### src/rtl/tsr_pkg.sv
// ----------------------------------------------------------------------------
// tsr_pkg
// shared types, widths, register indexes and helpers of the time series
// resampler
// ----------------------------------------------------------------------------
package tsr_pkg;

    // default sizing handed to the top level
    localparam int FIELD_COUNT_DEF = 4;
    localparam int MAX_BURST_DEF   = 64;

    // fixed widths
    localparam int SLOT_COUNT = 4;
    localparam int VAL_W      = 32;
    localparam int TIME_W     = 32;
    localparam int STEP_W     = 40;
    localparam int CNT_W      = 16;
    localparam int GRID_W     = 56;
    localparam int T16_W      = 48;
    localparam int QUOT_W     = 32;
    localparam int DIV_LOW_W  = 64;
    localparam int DIV_CNT_W  = 7;
    localparam int CFG_IDX_W  = 2;
    localparam int CFG_DATA_W = 40;

    // register indexes
    localparam logic [CFG_IDX_W-1:0] CFG_STEP_SIZE    = 2'd0;
    localparam logic [CFG_IDX_W-1:0] CFG_SAMPLE_COUNT = 2'd1;
    localparam logic [CFG_IDX_W-1:0] CFG_OUTPUT_COUNT = 2'd2;

    // register reset values
    localparam logic [STEP_W-1:0] STEP_RESET   = 40'd65536;
    localparam logic [CNT_W-1:0]  SCNT_RESET   = 16'd0;
    localparam logic [CNT_W-1:0]  OUTCNT_RESET = 16'd1000;

    // divider iteration counts
    localparam logic [DIV_CNT_W-1:0] RATIO_ITERS = 7'd32;
    localparam logic [DIV_CNT_W-1:0] DROP_ITERS  = 7'd48;

    typedef struct packed {
        logic        [TIME_W-1:0] in_time;
        logic signed [VAL_W-1:0]  value_0;
        logic signed [VAL_W-1:0]  value_1;
        logic signed [VAL_W-1:0]  value_2;
        logic signed [VAL_W-1:0]  value_3;
        logic                     first_sample;
    } t_tsr_in;

    typedef struct packed {
        logic        [TIME_W-1:0] out_time;
        logic signed [VAL_W-1:0]  out_value_0;
        logic signed [VAL_W-1:0]  out_value_1;
        logic signed [VAL_W-1:0]  out_value_2;
        logic signed [VAL_W-1:0]  out_value_3;
        logic                     last_of_run;
        logic                     overflow;
    } t_tsr_out;

    // lane sequencing
    typedef struct packed {
        logic load;
        logic mul;
        logic round;
        logic commit;
    } t_tsr_lane_ctl;

    // result request toward the output register
    typedef struct packed {
        logic              load;
        logic              use_interp;
        logic [TIME_W-1:0] time_val;
        logic              last;
        logic              ovf;
    } t_tsr_emit;

    // divider start request
    typedef struct packed {
        logic                 start;
        logic [STEP_W-1:0]    rem_init;
        logic [DIV_LOW_W-1:0] low;
        logic [DIV_CNT_W-1:0] iters;
        logic [STEP_W-1:0]    divisor;
    } t_tsr_div_req;

    // grid advance, saturating at the top of the grid range
    function automatic logic [GRID_W-1:0] sat_add56(input logic [GRID_W-1:0] a,
                                                    input logic [STEP_W-1:0] b);
        logic [GRID_W:0] s;
        s = {1'b0, a} + (GRID_W+1)'(b);
        return s[GRID_W] ? {GRID_W{1'b1}} : s[GRID_W-1:0];
    endfunction

endpackage

### src/rtl/tsr_lane.sv
// ----------------------------------------------------------------------------
// tsr_lane
// one value field: keeps the previous sample and interpolates toward the
// current one with a shared ratio
// ----------------------------------------------------------------------------
module tsr_lane (
    input  logic                               i_clk,
    input  tsr_pkg::t_tsr_lane_ctl             i_ctl,
    input  logic signed [tsr_pkg::VAL_W-1:0]   i_cur,
    input  logic [tsr_pkg::QUOT_W-1:0]         i_ratio,
    output logic signed [tsr_pkg::VAL_W-1:0]   o_val
);
    logic signed [tsr_pkg::VAL_W-1:0] r_prev;
    logic                             r_neg;
    logic [tsr_pkg::VAL_W-1:0]        r_mag;
    logic [2*tsr_pkg::VAL_W-1:0]      r_prod;
    logic signed [tsr_pkg::VAL_W-1:0] r_val;
    logic [tsr_pkg::VAL_W:0]          diff;
    logic [tsr_pkg::VAL_W:0]          diff_neg;
    logic [2*tsr_pkg::VAL_W-1:0]      rnd;
    logic [tsr_pkg::VAL_W-1:0]        q;

    // signed difference, one bit wider than the values
    assign diff     = {i_cur[tsr_pkg::VAL_W-1], i_cur} - {r_prev[tsr_pkg::VAL_W-1], r_prev};
    assign diff_neg = -diff;

    // round to nearest, ties away from the previous value
    assign rnd = r_prod + 64'h0000_0000_8000_0000;
    assign q   = rnd[2*tsr_pkg::VAL_W-1:tsr_pkg::VAL_W];

    assign o_val = r_val;

    always_ff @(posedge i_clk) begin
        if (i_ctl.load) begin
            r_neg <= diff[tsr_pkg::VAL_W];
            r_mag <= diff[tsr_pkg::VAL_W] ? diff_neg[tsr_pkg::VAL_W-1:0]
                                          : diff[tsr_pkg::VAL_W-1:0];
        end
        if (i_ctl.mul) begin
            r_prod <= 64'(r_mag) * 64'(i_ratio);
        end
        if (i_ctl.round) begin
            r_val <= r_neg ? r_prev - $signed(q) : r_prev + $signed(q);
        end
        if (i_ctl.commit) begin
            r_prev <= i_cur;
        end
    end

endmodule

### config.mk
export PLATFORM = sky130hd
export DESIGN_NAME = tsr_lane
export DESIGN_NICKNAME = d
export VERILOG_FILES = /design/src/rtl/tsr_pkg.sv /design/src/rtl/tsr_lane.sv
export SDC_FILE = /design/constraint.sdc
export NUM_CORES = 2
export LEC_CHECK = 0
export BUFFER_PORTS_ARGS = -buffer_cell sky130_fd_sc_hd__buf_2
export CELL_PAD_IN_SITES_DETAIL_PLACEMENT = 2
export CELL_PAD_IN_SITES_GLOBAL_PLACEMENT = 2
export CORE_MARGIN = 1
export CORE_UTILIZATION = 43
export CTS_CLUSTER_SIZE = 25
export DETAILED_ROUTE_END_ITERATION = 7
export PLACE_DENSITY_LB_ADDON = 0.05
export SYNTH_ARGS = -nofsm -noshare
export SYNTH_HDL_FRONTEND = slang
export SYNTH_SLANG_ARGS = --single-unit
### constraint.sdc
create_clock -name i_clk -period 10.34 [get_ports i_clk]
set_input_delay 0.517 -clock i_clk [delete_from_list [all_inputs] [get_ports i_clk]]
set_output_delay 0.517 -clock i_clk [all_outputs]
set_load 0.1 [all_outputs]
# Yosys cells after proc, flatten, opt, wreduce, memory -nomap -nowiden

Cells that the tools add are included.

Flip-flop bits (word level): 161
Word-level logic and storage cells: 13

Add/sub/neg operators: 5
Multiply operators: 1
Multiplexer cells: 2

Operators with widths:

| cell                                           | number |
|---|---|
| adder 64 x 32 -> 64 bit, second input constant | 1 |
| multiplier 32 x 32 -> 64 bit                   | 1 |
| 2-to-1 mux 32 bit                              | 2 |
| subtractor 32 x 32 -> 33 bit                   | 1 |
| adder 32 bit                                   | 1 |
| negation 32 bit                                | 1 |
| subtractor 32 bit                              | 1 |

# Depth between registers and ports, before layout

Word-level depth: 3
Mapped depth: 30
Gate-level depth less buffers: 28

# Worst setup path after synthesis

OpenSTA, ideal clock, no wires.

Kind: input to register
From: in i_ratio[2] (netlist bit)
To: reg r_prod[63] (netlist bit), data pin
Library setup time: 0.271 ns
Arrival: 7.532 ns
Required time: 10.069 ns
Path slack: 2.537 ns
Stages on the path: 27
Path buffers: 1
Cell sequence: clkbuf_1 and2_1 fa_1 inv_1 fa_1 fa_1 fa_1 inv_1 fa_1 inv_1 fa_1 inv_1 fa_1 inv_1 fa_1 inv_1 ha_1 and3_1 nor2b_1 a32oi_1 a2111oi_0 a211oi_1 nor3_1 or4_1 and3_1 a2111oi_0 xnor2_1

Word-level cells in the longest chain between the ends: 1

Ends and longest elaborated chain:

| element                      | line           | source |
|---|---|---|
| start: declaration           | tsr_lane.sv:10 | `input logic [tsr_pkg::QUOT_W-1:0] i_ratio,` |
| multiplier 32 x 32 -> 64 bit | tsr_lane.sv:40 | `r_prod <= 64'(r_mag) * 64'(i_ratio);` |
| end signal: assignment       | tsr_lane.sv:40 |  |
| end: declaration             | tsr_lane.sv:16 | `logic [2*tsr_pkg::VAL_W-1:0] r_prod;` |

No other way between the ends.
A chain may end at the register's enable or synchronous reset.

# Worst setup path in the final report

From: reg r_mag[19] (netlist bit)
To: reg r_prod[54] (netlist bit), data pin

Word-level cells in the longest chain between the ends: 1

Ends and longest elaborated chain:

| element                      | line           | source |
|---|---|---|
| start: declaration           | tsr_lane.sv:15 | `logic [tsr_pkg::VAL_W-1:0] r_mag;` |
| start signal: assignment     | tsr_lane.sv:36 | `r_mag <= diff[tsr_pkg::VAL_W] ? diff_neg[tsr_pkg::VAL_W-1:0]` |
| multiplier 32 x 32 -> 64 bit | tsr_lane.sv:40 |  |

No other way between the ends.

==> impl_metrics.tcl <==
set metrics [dict create \
    slew_violations 0 \
    cts-buffers-inserted 17 \
    worst_slew_pin_slew_ns 0.977 \
    coreArea_sq_mm 0.0967 \
    first_pass_iters 5 \
    ys_seq_area_share_pct 9.31 \
    synth.cell_area_sq_mm 0.0419 \
    arrival_ns 9.31 \
    fin_cells 5765 \
    port-buffer-count 100 \
    drive_gt1_share_pct 4.52 \
    fin_crit_ns 9.12 \
    grt_pass1_vias 36600 \
    cts_setup_buffers 0 \
    dp.cells 5733 \
    antenna_left 0 \
    reg2reg_to "r_prod[54]" \
    status "complete, no violations" \
    wl_per_cell_microns 23.1 \
    cp.required_ns 10.52 \
    route.vias.total 30800 \
    fp.dieW_microns 314 \
    nFillCells 10600 \
    async_flop_share_pct 0 \
    finalSetupTns_ns 0 \
    grt_pass1_wl_microns 212000 \
    route.detailed.drc 0 \
    cp-startpoint "r_mag[19]" \
    synth_fp_nets 5819 \
    antenna_found_initial 4 \
    crit_path_frequent_cell "fa_1" \
    final_cell_mix "937 x inv_1, 897 x fa_1, 598 x and2_1" \
    r2r_start "r_mag[19]" \
    hold_viol 0 \
    die_area_sq_mm 0.0988 \
    synth_seq_cells 130 \
    gr-total-overflow 0 \
    drt-initial-drc-count 1318 \
    crit_path_max_incr_delay_ns 0.83 \
    crit_path_end "r_prod[54]" \
    die_h_microns 314 \
    clk_pin_slew_worst_paths_ns 0.07 \
    synth_ff_type "edfxtp_1" \
    yosysUniqueCellTypes 79 \
    io_pins 101 \
    cts_resized 0 \
    clock_latency_ns 0.46 \
    worstPathMaxFanout 22 \
    clock-sinks 130 \
    slowest_stage "edfxtp_1" \
    grt_max_degree 34 \
    gp_congestion 0.869 \
    diodes 0 \
    ctsHoldBuffers 0 \
    syn_to_final_growth_pct 5.29 \
    post-route-period-util_pct 88.2 \
    netlist_instances 4527 \
    startpoint_type "flip-flop" \
    num_rows 114 \
    hpwl_microns 112000 \
    avgViaCountPerCell 5.35 \
    grt_util_all_layers_pct 28.1 \
    nets 5768 \
    final-setup-viol-count 0 \
    min_path_type "input pin to flip-flop" \
    start_util_pct 43.4 \
    crit_path_end_kind "flip-flop" \
    max_slew_margin_pct 34.9 \
    finClkSkew_ns 0.0163 \
    r2r_cells 28 \
    routed_wl_microns 133000 \
    clockRootBuffer "clkbuf_16" \
    cts_tree "yes" \
    regToRegSetupSlack_ns 1.22 \
    cts_max_level 4 \
    rsz0062_at_grt "false" \
    cts_buffer_depth 2 \
    synth_edf_count 130 \
    final_common_cell "inv_1" \
    worstSetupPathType "flip-flop to flip-flop" \
    max_freq_ghz 0.110 \
    ys_warn_count 0 \
    avgSynthCellArea_sq_um 9.27 \
    cap_violations 0 \
]
## routing by layer
layer | share of wire (%) | global-route usage, % | vias up | routed length (microns)
met5 | 0.0083 | 0 | - | 11
met4 | 2.0 | 5.66 | 2 | 2660
met3 | 2.7 | 2.42 | 133 | 3600
met2 | 52 | 50.7 | 415 | 69100
met1 | 43 | 36.7 | 16600 | 57700
li1 | - | - | 13600 | -
## cells in the mapped netlist, drive strengths merged, types with 10 or more instances
cell type    n  area [sq um]
a31oi       25           156
fa         897         18000
nand2b      17           106
nor2b       21           131
o21a        13          97.6
o21ai       72           364
nand2      527          1980
xor2        63           552
nor3        26           130
clkbuf     214           805
or3         10          62.6
xnor2      111           972
and3        32           205
nand3       48           240
ha         326          4080
a21o        41           308
a211oi      17           138
inv        937          3520
and2       598          3740
o21bai      13          97.6
nand4       30           194
nor2        87           327
o31ai       11           110
edfxtp     130          3900
o211ai      15           113
a21oi      133           666
## worst min path at each step
stage               from  slack (ns)   endpoint  depth (start not counted)
2_1_floorplan   i_cur[0]        0.62  r_prev[0]                          0
3_3_place_gp   r_prev[1]        0.69   o_val[1]                          1
3_5_place_dp   r_prev[1]        0.70   o_val[1]                          1
4_1_cts         i_cur[4]        0.24  r_prev[4]                          1
5_1_grt         i_cur[6]        0.26  r_prev[6]                          1
6_report        i_cur[4]        0.26  r_prev[4]                          1
## kinds of logic after synthesis
| group | share of synthesized area, % |
|---|---|
| mux | 0.0984 |
| fa+ha+maj | 52.5 |
| flops | 9.31 |
| compound gates | 6.37 |
| simple gates | 17.7 |
| xor+xnor | 3.63 |
| buf+inv | 10.4 |
## flip-flops by register name, indices dropped and copies added (netlist names)
signal  flops
o_val      32
r_neg       1
r_prod     33
r_mag      32
r_prev     32
## per-stage QoR
stage	hold slack (ns)	setup WS, ns	instance area (sq um)	util, %
final	0.263	1.22	44200	45.7
after global placement	0.690	1.34	43600	45.1
after CTS	0.244	1.11	44200	45.7
after global routing	0.257	0.846	44200	45.7
after floorplan	0.616	2.54	41900	-
after detailed placement	0.697	1.13	43600	45.1
## worst max-delay path, delay by kind of cell (launching register included)
| kind | cells | cell delay [ns] |
|---|---|---|
| AND/OR/NAND/NOR | 5 | 0.85 |
| buffers and inverters | 9 | 1.11 |
| XOR/XNOR | 1 | 0.20 |
| AO/OA/AOI/OAI | 4 | 1.43 |
| adder cells (fa/ha/maj) | 9 | 4.43 |
| flip-flops | 1 | 0.83 |
## cell type report
class / count / area [sq um] / area share (%)
Multi-Input combinational cell: 3242 / 33700 / 76.3
Sequential cell: 130 / 3900 / 8.84
Inverter: 937 / 3520 / 7.96
Tap cell: 1276 / 1600 / 3.61
Timing Repair Buffer: 148 / 861 / 1.95
Clock buffer: 18 / 429 / 0.972
Clock inverter: 14 / 163 / 0.368
Power is left out: the tool's default activity adds up to more than one toggle a clock period on the data nets, which glitch-free logic cannot reach.
