[src/rtl/tsr_pkg.sv]
// ----------------------------------------------------------------------------
// tsr_pkg
// shared types, widths, register indexes and helpers of the time series
// resampler
// ----------------------------------------------------------------------------
package tsr_pkg;

    // default sizing handed to the top level
    localparam int FIELD_COUNT_DEF = 4;
    localparam int MAX_BURST_DEF   = 64;

    // fixed widths
    localparam int SLOT_COUNT = 4;
    localparam int VAL_W      = 32;
    localparam int TIME_W     = 32;
    localparam int STEP_W     = 40;
    localparam int CNT_W      = 16;
    localparam int GRID_W     = 56;
    localparam int T16_W      = 48;
    localparam int QUOT_W     = 32;
    localparam int DIV_LOW_W  = 64;
    localparam int DIV_CNT_W  = 7;
    localparam int CFG_IDX_W  = 2;
    localparam int CFG_DATA_W = 40;

    // register indexes
    localparam logic [CFG_IDX_W-1:0] CFG_STEP_SIZE    = 2'd0;
    localparam logic [CFG_IDX_W-1:0] CFG_SAMPLE_COUNT = 2'd1;
    localparam logic [CFG_IDX_W-1:0] CFG_OUTPUT_COUNT = 2'd2;

    // register reset values
    localparam logic [STEP_W-1:0] STEP_RESET   = 40'd65536;
    localparam logic [CNT_W-1:0]  SCNT_RESET   = 16'd0;
    localparam logic [CNT_W-1:0]  OUTCNT_RESET = 16'd1000;

    // divider iteration counts
    localparam logic [DIV_CNT_W-1:0] RATIO_ITERS = 7'd32;
    localparam logic [DIV_CNT_W-1:0] DROP_ITERS  = 7'd48;

    typedef struct packed {
        logic        [TIME_W-1:0] in_time;
        logic signed [VAL_W-1:0]  value_0;
        logic signed [VAL_W-1:0]  value_1;
        logic signed [VAL_W-1:0]  value_2;
        logic signed [VAL_W-1:0]  value_3;
        logic                     first_sample;
    } t_tsr_in;

    typedef struct packed {
        logic        [TIME_W-1:0] out_time;
        logic signed [VAL_W-1:0]  out_value_0;
        logic signed [VAL_W-1:0]  out_value_1;
        logic signed [VAL_W-1:0]  out_value_2;
        logic signed [VAL_W-1:0]  out_value_3;
        logic                     last_of_run;
        logic                     overflow;
    } t_tsr_out;

    // lane sequencing
    typedef struct packed {
        logic load;
        logic mul;
        logic round;
        logic commit;
    } t_tsr_lane_ctl;

    // result request toward the output register
    typedef struct packed {
        logic              load;
        logic              use_interp;
        logic [TIME_W-1:0] time_val;
        logic              last;
        logic              ovf;
    } t_tsr_emit;

    // divider start request
    typedef struct packed {
        logic                 start;
        logic [STEP_W-1:0]    rem_init;
        logic [DIV_LOW_W-1:0] low;
        logic [DIV_CNT_W-1:0] iters;
        logic [STEP_W-1:0]    divisor;
    } t_tsr_div_req;

    // grid advance, saturating at the top of the grid range
    function automatic logic [GRID_W-1:0] sat_add56(input logic [GRID_W-1:0] a,
                                                    input logic [STEP_W-1:0] b);
        logic [GRID_W:0] s;
        s = {1'b0, a} + (GRID_W+1)'(b);
        return s[GRID_W] ? {GRID_W{1'b1}} : s[GRID_W-1:0];
    endfunction

endpackage

[src/rtl/tsr_div.sv]
// ----------------------------------------------------------------------------
// tsr_div
// restoring divider, one quotient bit per cycle, shared by the ratio and
// the grid skip computations
// ----------------------------------------------------------------------------
module tsr_div (
    input  logic                                i_clk,
    input  logic                                i_rst_n,
    input  tsr_pkg::t_tsr_div_req               i_req,
    output logic                                o_done,
    output logic [tsr_pkg::QUOT_W-1:0]          o_quot,
    output logic [tsr_pkg::STEP_W-1:0]          o_rem
);
    logic                                r_busy;
    logic [tsr_pkg::DIV_CNT_W-1:0]       r_cnt;
    logic [tsr_pkg::STEP_W-1:0]          r_rem;
    logic [tsr_pkg::DIV_LOW_W-1:0]       r_low;
    logic [tsr_pkg::QUOT_W-1:0]          r_quot;
    logic [tsr_pkg::STEP_W-1:0]          r_div;
    logic [tsr_pkg::STEP_W+1:0]          trial;

    // trial subtract of the shifted partial remainder
    assign trial = {1'b0, r_rem, r_low[tsr_pkg::DIV_LOW_W-1]} - {2'b00, r_div};

    assign o_done = r_busy && (r_cnt == '0);
    assign o_quot = r_quot;
    assign o_rem  = r_rem;

    // control
    always_ff @(posedge i_clk) begin
        if (!i_rst_n) begin
            r_busy <= 1'b0;
            r_cnt  <= '0;
        end else if (i_req.start) begin
            r_busy <= 1'b1;
            r_cnt  <= i_req.iters;
        end else if (r_busy) begin
            if (r_cnt == '0) begin
                r_busy <= 1'b0;
            end else begin
                r_cnt <= r_cnt - 1'b1;
            end
        end
    end

    // datapath
    always_ff @(posedge i_clk) begin
        if (i_req.start) begin
            r_rem  <= i_req.rem_init;
            r_low  <= i_req.low;
            r_div  <= i_req.divisor;
            r_quot <= '0;
        end else if (r_busy && (r_cnt != '0)) begin
            if (!trial[tsr_pkg::STEP_W+1]) begin
                r_rem  <= trial[tsr_pkg::STEP_W-1:0];
                r_quot <= {r_quot[tsr_pkg::QUOT_W-2:0], 1'b1};
            end else begin
                r_rem  <= {r_rem[tsr_pkg::STEP_W-2:0], r_low[tsr_pkg::DIV_LOW_W-1]};
                r_quot <= {r_quot[tsr_pkg::QUOT_W-2:0], 1'b0};
            end
            r_low <= {r_low[tsr_pkg::DIV_LOW_W-2:0], 1'b0};
        end
    end

endmodule

[config.mk]
export PLATFORM = sky130hd
export DESIGN_NAME = tsr_div
export DESIGN_NICKNAME = d
export VERILOG_FILES = /design/src/rtl/tsr_pkg.sv /design/src/rtl/tsr_div.sv
export SDC_FILE = /design/constraint.sdc
export NUM_CORES = 1
export LEC_CHECK = 0
export ABC_AREA = 0
export BUFFER_PORTS_ARGS = -buffer_cell sky130_fd_sc_hd__buf_2
export CELL_PAD_IN_SITES_DETAIL_PLACEMENT = 0
export CELL_PAD_IN_SITES_GLOBAL_PLACEMENT = 2
export CORE_UTILIZATION = 37
export DETAILED_ROUTE_END_ITERATION = 8
export GPL_TIMING_DRIVEN = 0
export PLACE_DENSITY_LB_ADDON = 0.1
export SLEW_MARGIN = 15
export SYNTH_ARGS = -nofsm -noshare
export SYNTH_HDL_FRONTEND = slang
export SYNTH_SLANG_ARGS = --single-unit
[constraint.sdc]
create_clock -name i_clk -period 7.29 [get_ports i_clk]
set_input_delay 1.458 -clock i_clk [delete_from_list [all_inputs] [get_ports i_clk]]
set_output_delay 1.458 -clock i_clk [all_outputs]
set_load 0.03 [all_outputs]
# Yosys cells after proc, flatten, opt, wreduce, memory -nomap -nowiden
# Cells that the tools add are included.
[totals] ff_bits=184 in_bits=154 out_inout_bits=73 elab_cells=28
[classes] addsub=2 n_eq_ne=1 muxes=12 n_reduce_logical=7
[op_table] cell="$mux 64" count=2
[op_table] cell="$mux 40" count=3
[op_table] cell="$sub 41x40->42" count=1
[op_table] cell="$mux 7" count=3
[op_table] cell="$logic_not 7->1" count=1
[op_table] cell="$reduce_bool 7->1" count=1
[op_table] cell="$sub 7x1->7 const B" count=1
[op_table] cell="$mux 1" count=4
[op_table] cell="$reduce_bool 2->1" count=2
[op_table] cell="$logic_and 1x1->1" count=2
[op_table] cell="$ne 2x2->1 const B" count=1
[op_table] cell="$reduce_and 2->1" count=1

# Depth between registers and ports, before layout
# Gate-level depths: netlist (run 1).
[logic_depth] depth_word=4 mapped_depth=14 mapped_depth_nobuf=12

# Least setup slack after synthesis (run 1)
# Ideal clock, no wire load.
[synth_timing] path_type="input-to-reg" startpoint="in i_req[151] (netlist bit)" endpoint="reg r_rem, in the netlist o_rem[0], enable pin" arrival_time_ns=3.708 t_required_ns=6.327 path_slack_ns=2.619 cell_stages=4 path_buffers=2 cell_sequence="clkbuf_1 inv_1 clkbuf_1 nand2_1"
[synth_via] elab_chain_cells=1
[synth_lines] element="from (decl)" line_no="tsr_div.sv:9" text="input tsr_pkg::t_tsr_div_req i_req,"
[synth_lines] element="$reduce_bool 2->1 (no line)"
[synth_lines] element="to (signal assigned)" line_no="tsr_div.sv:49" text="r_rem <= i_req.rem_init;"
[synth_lines] element="to (signal assigned)" line_no="tsr_div.sv:55" text="r_rem <= trial[tsr_pkg::STEP_W-1:0];"
[synth_lines] element="to (signal assigned)" line_no="tsr_div.sv:58" text="r_rem <= {r_rem[tsr_pkg::STEP_W-2:0], r_low[tsr_pkg::DIV_LOW_W-1]};"
[synth_lines] element="to (decl)" line_no="tsr_div.sv:16" text="logic [tsr_pkg::STEP_W-1:0] r_rem;"
# No other way between the ends.
# A chain may end at the register's enable or synchronous reset.

# Final worst setup path (run 1)
[layout_timing] startpoint="in i_req[151] (netlist bit)" endpoint="reg r_low[5] (netlist bit), enable pin"
[layout_via] elab_chain_cells=1
[layout_lines] element="$reduce_bool 2->1 (no line)"
[layout_lines] element="to (signal assigned)" line_no="tsr_div.sv:50" text="r_low <= i_req.low;"
[layout_lines] element="to (signal assigned)" line_no="tsr_div.sv:61" text="r_low <= {r_low[tsr_pkg::DIV_LOW_W-2:0], 1'b0};"
[layout_lines] element="to (decl)" line_no="tsr_div.sv:17" text="logic [tsr_pkg::DIV_LOW_W-1:0] r_low;"
# No other way between the ends.

==> impl_metrics.csv, run 1 <==
group,metric,value,unit
status,outcome,"finished clean",
synth,ys_warn_count,0,
clock_network,cts_setup_buffers,0,
synth,synthArstFlopShare,0,%
setup_path,critical-path-max-stage-delay,0.80,ns
grt,grt.total_usage,20.02,%
clock_network,clockRootBuffer,"clkbuf_16",
power_and_ir_drop,p_per_area,302.2,mW/mm2
timing,period_minus_slack,4.120,ns
clock_network,cts_made_buffers,17,
synth,ys_ff_latch,184,
synth,synth_fp_nets,1123,
layout,fin_cells,1524,
setup_path,crit_top_cell,"clkbuf_1",
hold_path,hp-class,"reg -> reg",
floorplanning,core,0.02606,mm2
layout,postLayoutCoreUtil,46.31,%
timing,tightest_slew,1.087,ns
synth,avgSynthCellArea,10.61,um2
floorplanning,die_area,0.02721,mm2
hold_path,worstHoldStart,"o_quot[31]",
clock_network,htree_levels,4,
grt,grt.overflow.total,0,
synth,yosys_most_used_dff,"edfxtp_1",
detailed_routing,drtIter0Drc,475,
timing,rsz0062_at_grt,"no",
clock_network,cts_resized,0,
setup_path,worst-path-buf-inv,6,
timing,clock_skew,0.02159,ns
clock_network,clk_pin_slew,0.08,ns
clock_network,clkSinkCount,184,
synth,synth_top_area_share,44.01,%
synth,synthCells,926,
place,port_buffers,226,
synth,synthMostInstantiatedCell,"nand2_1",
layout,nets,1370,
setup_path,cp-end-kind,"flop",
timing,timing.hold.ws,0.4639,ns
setup_path,start_kind,"input port",
grt,grt_pass1_vias,7577,
synth,ys_top_cells_by_count,"nand2_1, edfxtp_1, a21oi_1",
detailed_routing,ant_nets,0,
power_and_ir_drop,leakagePower,5.074,nW
clock_network,clk_path_buf_depth,2,
place,dp_hpwl,19870,um
layout,areaGrowthSynthToFinish,22.82,%
detailed_routing,dr.pass1.iters,5,
setup_path,r2r-start,"r_low[63]",
synth,netlist_area,0.009826,mm2
floorplanning,ios,227,
detailed_routing,wirelength,26630,um
timing,max_slew_margin,27.52,%
floorplanning,fp.dieW,165.0,um
setup_path,crit_start,"i_req[151]",
setup_path,path_cells,"buf_2 -> clkbuf_1 -> inv_1 -> clkbuf_1 -> nand2_4 -> buf_16 -> buf_12",
synth,synth_area_leaders,"edfxtp_1, dfxtp_1, mux2_2, nand2_1, ha_1",
synth,synth_top_area_cell,"edfxtp_1",
synth,synth_seq_area_share,52.16,%
detailed_routing,drc_errors,0,
setup_path,crit_slowest_cell,"buf_2",
synth,synth_cell_types,71,
setup_path,crit_required,7.42,ns
place,gp_congestion,0.8162,
layout,drive_above_1_share,30.02,%
place,numPlacedInstances,1489,
grt,grt_pass1_wl,41190,um
grt,antenna_found_initial,7,
grt,grt_max_degree,50,
timing,drv_slew,0,
setup_path,cp.arrival,4.25,ns
floorplanning,initial_core_util,37.71,%
synth,synth_edf_count,144,
power_and_ir_drop,ir_worst_vdd,0.1485,mV
timing,setup_viol,0,
clock_network,clock_latency,0.45,ns
floorplanning,rows,59,
run,max_cap_viol_count,0,
detailed_routing,avgViaCountPerCell,4.975,
setup_path,worst_path_dominant_cell_family,"buffers and inverters",
timing,fmax,0.2427,GHz
setup_path,critPathKind,"in -> reg",
timing,post-route-period-util,56.52,%
detailed_routing,wire_per_inst,17.48,um
clock_network,ctsHoldBuffers,0,
setup_path,crit_fanout,49,
timing,hold_viol,0,
clock_network,cts_tree,"done",
floorplanning,die_h,165.0,um
detailed_routing,via_count,7582,
flip-flops by register name, summed over array words and instances (netlist names):
name and flops:
o_quot 32, o_rem 40, r_busy 1, r_cnt 7
r_div 40, r_low 64
routing by layer:
layer  share of wire, %  global-route usage, %
met4               0.81                  4.420
met1                 45                  25.88
met2                 46                  31.93
met3                7.8                  7.182
met5              0.056                      0
placed cells by master, fill, tap and decap left out, drive strengths merged, types with 4 or more instances in the layout:
cell,instances
a211oi,7
a21o,13
a21oi,83
a221o,5
a31oi,31
and2,8
and3,10
buf,242
clkbuf,46
clkinv,8
dfxtp,40
edfxtp,144
ha,42
inv,62
mux2,66
nand2,160
nand3,5
nor2,60
nor2b,5
nor3,11
nor4,4
o21a,7
o21ai,27
o21bai,7
xnor2,24
xor2,14
cell type report:
| class | instances | area (um2) |
|---|---|---|
| clock inverters | 14 | 190.2 |
| inverters | 56 | 210.2 |
| plain buffers | 42 | 188.9 |
| multi-input cells | 644 | 4309 |
| repair buffers | 228 | 1179 |
| clock buffers | 18 | 439.2 |
| flip-flops and latches | 184 | 5125 |
| fillers | 2590 | 13990 |
| well taps | 335 | 419.2 |
| diodes | 3 | 7.507 |
power breakdown:
part	total, mW	switching (mW)	leakage [nW]	internal (mW)
combinational	1.29	0.794	3.02	0.499
sequential	1.37	0.0772	1.75	1.30
clock	0.980	0.499	0.302	0.481
metrics by stage:
step / setup TNS (ns) / area [um2] / setup WS (ns) / power (mW)
3_3_place_gp: -40.17 / 11380 / -0.3996 / 2.695
4_1_cts: 0 / 12060 / 3.023 / 3.686
5_1_grt: 0 / 12060 / 2.974 / 3.868
2_1_floorplan: 0 / 9826 / 2.619 / 2.325
3_5_place_dp: 0 / 11430 / 2.570 / 2.694
6_report: 0 / 12070 / 3.170 / 3.647
worst register-to-register path, stage by stage (launching register included):
cell       delay (ns)
edfxtp_1         0.32
inv_1            0.05
ha_1             0.22
fa_1             0.40
and2b_1          0.24
o2111ai_2        0.13
nand2_1          0.15
a21boi_2         0.12
o41ai_4          0.42
a41oi_2          0.33
o311ai_1         0.44
and4_1           0.24
nor4_1           0.05
worst paths after layout:
check | to | slack, ns | cells after the start
worst min-delay path | o_quot[31] | 0.46 | 2
worst max-delay path | r_low[5] | 3.17 | 7
worst max register to register | o_rem[32] | 3.93 | 12
worst min register to register | o_quot[31] | 0.46 | 2
logic make-up (layout without fill, tap and decap cells):
group,after synthesis,after routing,share of synthesized area (%)
other cells,0,3,0
compound gates,209,209,14.29
simple gates,286,286,12.78
buf+inv,98,358,4.062
xor+xnor,38,38,3.387
flops,184,184,52.16
mux,68,68,7.768
fa+ha+maj,43,43,5.552
No activity file was read; power rests on OpenSTA's default activity.
==> run 2: changes to the inputs <==
--- a/config.mk
+++ b/config.mk
@@ -5,11 +5,11 @@
 export SDC_FILE = /design/constraint.sdc
 export NUM_CORES = 1
 export LEC_CHECK = 0
-export ABC_AREA = 0
+export ABC_AREA = 1
 export BUFFER_PORTS_ARGS = -buffer_cell sky130_fd_sc_hd__buf_2
 export CELL_PAD_IN_SITES_DETAIL_PLACEMENT = 0
 export CELL_PAD_IN_SITES_GLOBAL_PLACEMENT = 2
-export CORE_UTILIZATION = 37
+export CORE_UTILIZATION = 31
 export DETAILED_ROUTE_END_ITERATION = 8
 export GPL_TIMING_DRIVEN = 0
 export PLACE_DENSITY_LB_ADDON = 0.1
==> constraint.sdc (replaced) <==
create_clock -name i_clk -period 4 [get_ports i_clk]
set_input_delay 0.8 -clock i_clk [delete_from_list [all_inputs] [get_ports i_clk]]
set_output_delay 0.8 -clock i_clk [all_outputs]
set_load 0.03 [all_outputs]
==> run 2 against run 1 <==
Against the previous run: die area rose by 34%; largest power group is now combinational cells; non-clock buffer count did not move; via count is 32% higher; critical path type is now reg -> reg; critical endpoint is now o_rem[7]; clock power is 74% higher; register-to-register slack worse by 2.8 ns.
==> impl_metrics.csv, run 2 <==
group,metric,value,unit
clock_network,htree_levels,4,
synth,synth_top_area_cell,"edfxtp_1",
detailed_routing,dr.pass1.iters,5,
layout,drive_above_1_share,16.73,%
synth,synthCells,1510,
layout,mostFrequentLayoutCells,"nand2_1, inv_1, buf_2",
timing,fin_ws,1.130,ns
status,outcome,"finished clean",
synth,synthMostInstantiatedCell,"nand2_1",
detailed_routing,drtIter0Drc,488,
clock_network,clk_pin_slew,0.08,ns
timing,clock_skew,0.01091,ns
timing,max_slew_margin,44.72,%
grt,grt.total_usage,20.41,%
power_and_ir_drop,p_int,3.999,mW
power_and_ir_drop,p_seq_share,36.8,%
power_and_ir_drop,leakagePower,6.991,nW
clock_network,ctsHoldBuffers,0,
detailed_routing,wirelength,36410,um
layout,fin_area,0.01343,mm2
floorplanning,fp.dieW,191.1,um
floorplanning,die_area,0.03653,mm2
place,port_buffers,226,
timing,fmax,0.3484,GHz
clock_network,clockRootBuffer,"clkbuf_16",
timing,tightest_slew,0.8292,ns
timing,setup_viol,0,
floorplanning,rows,68,
detailed_routing,wire_per_inst,16.30,um
layout,multi_input_area,0.004693,mm2
grt,grt.overflow.total,0,
setup_path,crit_slowest_cell,"clkbuf_1",
timing,hold_viol,0,
place,dp_hpwl,29090,um
synth,ys_ff_latch,184,
layout,seq_area,0.005125,mm2
timing,post-route-period-util,71.75,%
synth,synth_top_area_share,38.99,%
place,placed_area,0.01282,mm2
setup_path,worst-path-buf-inv,3,
place,pre_cts_slack,0.3413,ns
clock_network,clkSinkCount,184,
synth,yosys_most_used_dff,"edfxtp_1",
detailed_routing,ant_nets,0,
setup_path,crit_start,"o_rem[19]",
setup_path,crit_top_cell,"nand2_1",
layout,largest_reg_flops,64,
clock_network,cts_setup_buffers,0,
grt,grt_max_degree,69,
clock_network,clk_path_buf_depth,2,
clock_network,cts_resized,0,
hold_path,worstHoldStart,"o_quot[31]",
run,max_cap_viol_count,0,
synth,synthArstFlopShare,0,%
clock_network,cts_tree,"done",
synth,synth_edf_count,144,
grt,grt_pass1_wl,55210,um
synth,synth_cell_types,37,
power_and_ir_drop,clock_power_share,25.5,%
synth,ys_warn_count,0,
setup_path,worst_path_dominant_cell_family,"simple AND/OR/NAND/NOR gates",
power_and_ir_drop,pwr-share-comb,37.7,%
setup_path,path_cells,"ha_1 -> nand2_1 -> nand2_1 -> inv_1 -> nand2_1 -> nand2_1 -> nand2_1 -> inv_1 -> nand2_1 -> nand2_1 -> clkbuf_1 -> nand4_1 -> nand3_1 -> nand2_1",
setup_path,cp-end-kind,"flop",
setup_path,crit_required,4.21,ns
clock_network,cts_made_buffers,17,
setup_path,cp.arrival,3.08,ns
layout,fill_cells,3807,
power_and_ir_drop,ir_worst_vdd,0.3239,mV
floorplanning,die_h,191.1,um
power_and_ir_drop,p_sw_share,40.59,%
timing,timing.hold.ws,0.4679,ns
layout,nets,1953,
timing,rsz0062_at_grt,"no",
layout,final_common_cell,"nand2_1",
layout,postLayoutCoreUtil,38.51,%
setup_path,r2r-start,"o_rem[19]",
power_and_ir_drop,switching_power,2.732,mW
timing,fin_tns_setup,0,ns
layout,areaGrowthSynthToFinish,21.13,%
synth,synth_fp_nets,1707,
setup_path,start_kind,"flop",
detailed_routing,drc_errors,0,
timing,period_minus_slack,2.870,ns
grt,antenna_found_initial,19,
detailed_routing,via_count,10041,
synth,ys_top_cells_by_count,"nand2_1, inv_1, edfxtp_1",
layout,top_register,"r_low",
detailed_routing,avgViaCountPerCell,4.495,
synth,synth_seq_area_share,46.21,%
setup_path,critical-path-max-stage-delay,0.59,ns
floorplanning,core,0.03488,mm2
hold_path,hp-class,"reg -> reg",
setup_path,critPathKind,"reg -> reg",
synth,avgSynthCellArea,7.344,um2
power_and_ir_drop,p_per_area,501.1,mW/mm2
floorplanning,ios,227,
synth,netlist_area,0.01109,mm2
clock_network,clock_latency,0.46,ns
setup_path,crit_fanout,10,
grt,grt_pass1_vias,9861,
place,gp_congestion,0.8890,
synth,synth_area_leaders,"edfxtp_1, nand2_1, inv_1, dfxtp_1, ha_1",
timing,drv_slew,0,
floorplanning,initial_core_util,31.79,%
## run 2: cell types whose count changed in the layout (fill, tap and decap cells not counted), sizes merged, moves of 37 or more
cell / delta
mux2: -66
inv: +225
nand3: +81
nand2: +465
nor2: +37
a21oi: -57
## run 2: routing by layer
layer | vias up | global-route usage, % | wire (um)
met4 | 20 | 5.556 | 609
li1 | 5230 | - | -
met1 | 4541 | 26.95 | 17160
met3 | 49 | 6.040 | 2210
met2 | 201 | 32.25 | 16310
met5 | - | 0 | 116
## run 2: worst paths after layout
path,slack (ns),end,cells past startpoint
min,0.47,o_quot[31],2
max reg2reg,1.13,o_rem[7],14
max,1.13,o_rem[7],14
min reg2reg,0.47,o_quot[31],2
## run 2: final cells by class
class / instances / share of cell area [%]
Buffer: 43 / 1.658
Tap cell: 455 / 4.238
Clock buffer: 17 / 3.167
Clock inverter: 15 / 1.164
Multi-Input combinational cell: 1002 / 34.94
Timing Repair Buffer: 227 / 8.644
Inverter: 281 / 7.852
Antenna cell: 10 / 0.1863
Sequential cell: 184 / 38.15
## run 2: kinds of logic after synthesis
group | share of synthesized area [%]
flip-flops | 46.21
XOR/XNOR | 1.422
adder cells (fa/ha/maj) | 4.919
AND/OR/NAND/NOR | 31.13
buffers and inverters | 11.46
AO/OA/AOI/OAI | 4.852
## run 2: stage by stage
stage,instances,total power [mW]
2_1_floorplan,1510,4.227
3_3_place_gp,2191,5.073
3_5_place_dp,2192,5.081
4_1_cts,2224,6.814
5_1_grt,2228,7.198
6_report,2234,6.731
## run 2: worst reg2reg max path: cells and delay by family (launching register included)
family        cells  cell delay [ns]
fa+ha+maj         1             0.41
simple gates     10             0.98
flops             1             0.50
buf+inv           3             0.72
## run 2: power groups by stage
| stage | Sequential (mW) | Clock (mW) | Combinational (mW) |
|---|---|---|---|
| global route | 2.51 | 1.83 | 2.86 |
| finish | 2.48 | 1.71 | 2.54 |
| CTS | 2.48 | 1.76 | 2.57 |
| global placement | 2.53 | 0 | 2.55 |
| detailed placement | 2.52 | 0 | 2.56 |
| floorplan | 2.67 | 0 | 1.56 |
==> run 3: changes to the inputs <==
--- a/config.mk
+++ b/config.mk
@@ -5,7 +5,7 @@
 export SDC_FILE = /design/constraint.sdc
 export NUM_CORES = 1
 export LEC_CHECK = 0
-export ABC_AREA = 1
+export ABC_AREA = 0
 export BUFFER_PORTS_ARGS = -buffer_cell sky130_fd_sc_hd__buf_2
 export CELL_PAD_IN_SITES_DETAIL_PLACEMENT = 0
 export CELL_PAD_IN_SITES_GLOBAL_PLACEMENT = 2
==> constraint.sdc (replaced) <==
create_clock -name i_clk -period 2.5 [get_ports i_clk]
set_input_delay 0.5 -clock i_clk [delete_from_list [all_inputs] [get_ports i_clk]]
set_output_delay 0.5 -clock i_clk [all_outputs]
set_load 0.03 [all_outputs]
==> run 3 against run 2 <==
Against the previous run: the flow now finishes with violations (setup timing); setup slack worse by 1.6 ns; final cell count is 27% lower; die area is 11% lower; critical path type unchanged.
==> impl_metrics.csv, run 3 (synthesis gave the netlist of run 1 again) <==
group,metric,value,unit
timing,rsz0062_at_grt,"yes",
grt,grt.total_usage,18.53,%
layout,multi_input_area,0.005080,mm2
layout,largest_reg_flops,64,
clock_network,clkSinkCount,184,
detailed_routing,via_count,7923,
layout,mostFrequentLayoutCells,"buf_2, edfxtp_1, nand2_1",
timing,max_slew_margin,47.29,%
grt,grt_pass1_vias,8026,
floorplanning,initial_core_util,31.79,%
timing,fin_tns_setup,-12.06,ns
setup_path,critPathKind,"reg -> reg",
clock_network,clk_pin_slew,0.08,ns
power_and_ir_drop,leakagePower,5.485,nW
floorplanning,core,0.03091,mm2
timing,hold_viol,0,
layout,final_common_cell,"buf_2",
place,port_buffers,226,
hold_path,hp-class,"in -> reg",
layout,areaGrowthSynthToFinish,36.15,%
grt,antenna_found_initial,17,
clock_network,htree_levels,4,
run,max_cap_viol_count,0,
status,violations,"setup timing",
setup_path,crit_fanout,4,
grt,grt_pass1_wl,45730,um
timing,clock_skew,0.01254,ns
timing,fmax,0.3327,GHz
clock_network,clk_path_buf_depth,2,
detailed_routing,ant_nets,0,
setup_path,path_cells,"ha_1 -> a21oi_2 -> o21ai_2 -> a221o_1 -> or4b_4 -> a21oi_4 -> o21ai_4 -> a31oi_1 -> xor2_1 -> a311oi_2",
setup_path,critical-path-max-stage-delay,0.54,ns
clock_network,cts_tree,"done",
floorplanning,rows,64,
timing,fin_ws,-0.5053,ns
setup_path,cp.arrival,3.15,ns
detailed_routing,wirelength,29940,um
place,gp_congestion,0.7917,
setup_path,start_kind,"flop",
floorplanning,die_area,0.03241,mm2
clock_network,clock_latency,0.45,ns
clock_network,ctsHoldBuffers,0,
timing,period_minus_slack,3.005,ns
layout,fill_cells,3113,
place,dp_hpwl,20970,um
power_and_ir_drop,p_per_area,889.8,mW/mm2
detailed_routing,drc_errors,0,
layout,top_register,"r_low",
layout,seq_area,0.005125,mm2
grt,grt.overflow.total,0,
timing,setup_viol,41,
clock_network,cts_made_buffers,17,
detailed_routing,avgViaCountPerCell,4.858,
setup_path,cp-end-kind,"flop",
floorplanning,die_h,180.0,um
power_and_ir_drop,power.total,11.90,mW
setup_path,crit_required,2.64,ns
clock_network,clockRootBuffer,"clkbuf_16",
floorplanning,ios,227,
detailed_routing,drtIter0Drc,399,
power_and_ir_drop,ir_worst_vdd,0.5520,mV
layout,nets,1414,
setup_path,crit_slowest_cell,"or4b_4",
detailed_routing,dr.pass1.iters,4,
timing,tightest_slew,0.7906,ns
layout,drive_above_1_share,41.79,%
detailed_routing,wire_per_inst,18.36,um
status,outcome,"finished, violations left",
grt,grt_max_degree,89,
timing,post-route-period-util,120.2,%
timing,drv_slew,0,
floorplanning,fp.dieW,180.0,um
## run 3: cell count changes in the layout (fill, tap and decap cells not counted), moves of 33 or more
cell	before	now
mux2_2	0	63
a21oi_1	25	62
nand3_1	83	5
buf_4	1	37
inv_1	279	54
nand2_1	622	126
nor2_1	92	57
nand4_1	36	3
## run 3: report_power, final
group / internal, mW / switching, mW
Clock: 1.40 / 1.30
Sequential: 3.78 / 0.258
Combinational: 2.31 / 2.85
## run 3: metal layers
layer / GRT usage, % / up-vias / share of wire, %
li1: - / 3938 / -
met1: 23.53 / 3763 / 46
met2: 30.04 / 174 / 47
met3: 6.831 / 28 / 6.1
met4: 3.966 / 20 / 0.76
met5: 0 / - / 0.41
## run 3: area by class of cell
class | count | share of cell area [%]
clock buffer | 18 | 3.208
tap | 396 | 3.704
clock inverter | 14 | 1.066
sequential | 184 | 38.31
timing repair buffer | 275 | 12.09
inverter | 56 | 1.571
buffer | 38 | 1.983
antenna | 5 | 0.09353
multi-input combinational | 645 | 37.97
## run 3: through the flow
| step | setup WS, ns | util [%] | hold slack [ns] | area (um2) | std cells |
|---|---|---|---|---|---|
| global route | -0.5964 | 43.26 | 0.1908 | 13370 | 1628 |
| finish | -0.5053 | 43.28 | 0.2225 | 13380 | 1631 |
| global placement | -1.659 | 37.54 | 0.4521 | 11600 | 1548 |
| CTS | -0.6089 | 42.37 | 0.1875 | 13100 | 1618 |
| floorplan | -0.4609 | - | 0.5248 | 9978 | 926 |
| detailed placement | -1.410 | 37.66 | 0.4581 | 11640 | 1549 |
## run 3: final timing paths
check | startpoint | end | slack [ns] | cells after the start
max | o_rem[6] | o_rem[38] | -0.51 | 10
min | i_req[12] | r_div[12] | 0.22 | 1
max reg2reg | o_rem[6] | o_rem[38] | -0.51 | 10
min reg2reg | o_quot[9] | o_quot[10] | 0.46 | 2
## run 3: repair_timing
item / 4_1_cts / 5_1_grt
setup buffers: 37 / 10
gates cloned: 4 / 2
pin swaps: 68 / 41
setup endpoints to repair: 245 / 160
resized for setup: 115 / 57
## run 3: critical path, delay by kind of cell (launching register included)
| kind | cells | cell delay (ns) |
|---|---|---|
| AOI/OAI and AO/OA | 7 | 1.17 |
| xor gates and xnor gates | 1 | 0.19 |
| adders and majority gates | 1 | 0.37 |
| DFF | 1 | 0.43 |
| and+or+nand+nor | 1 | 0.54 |
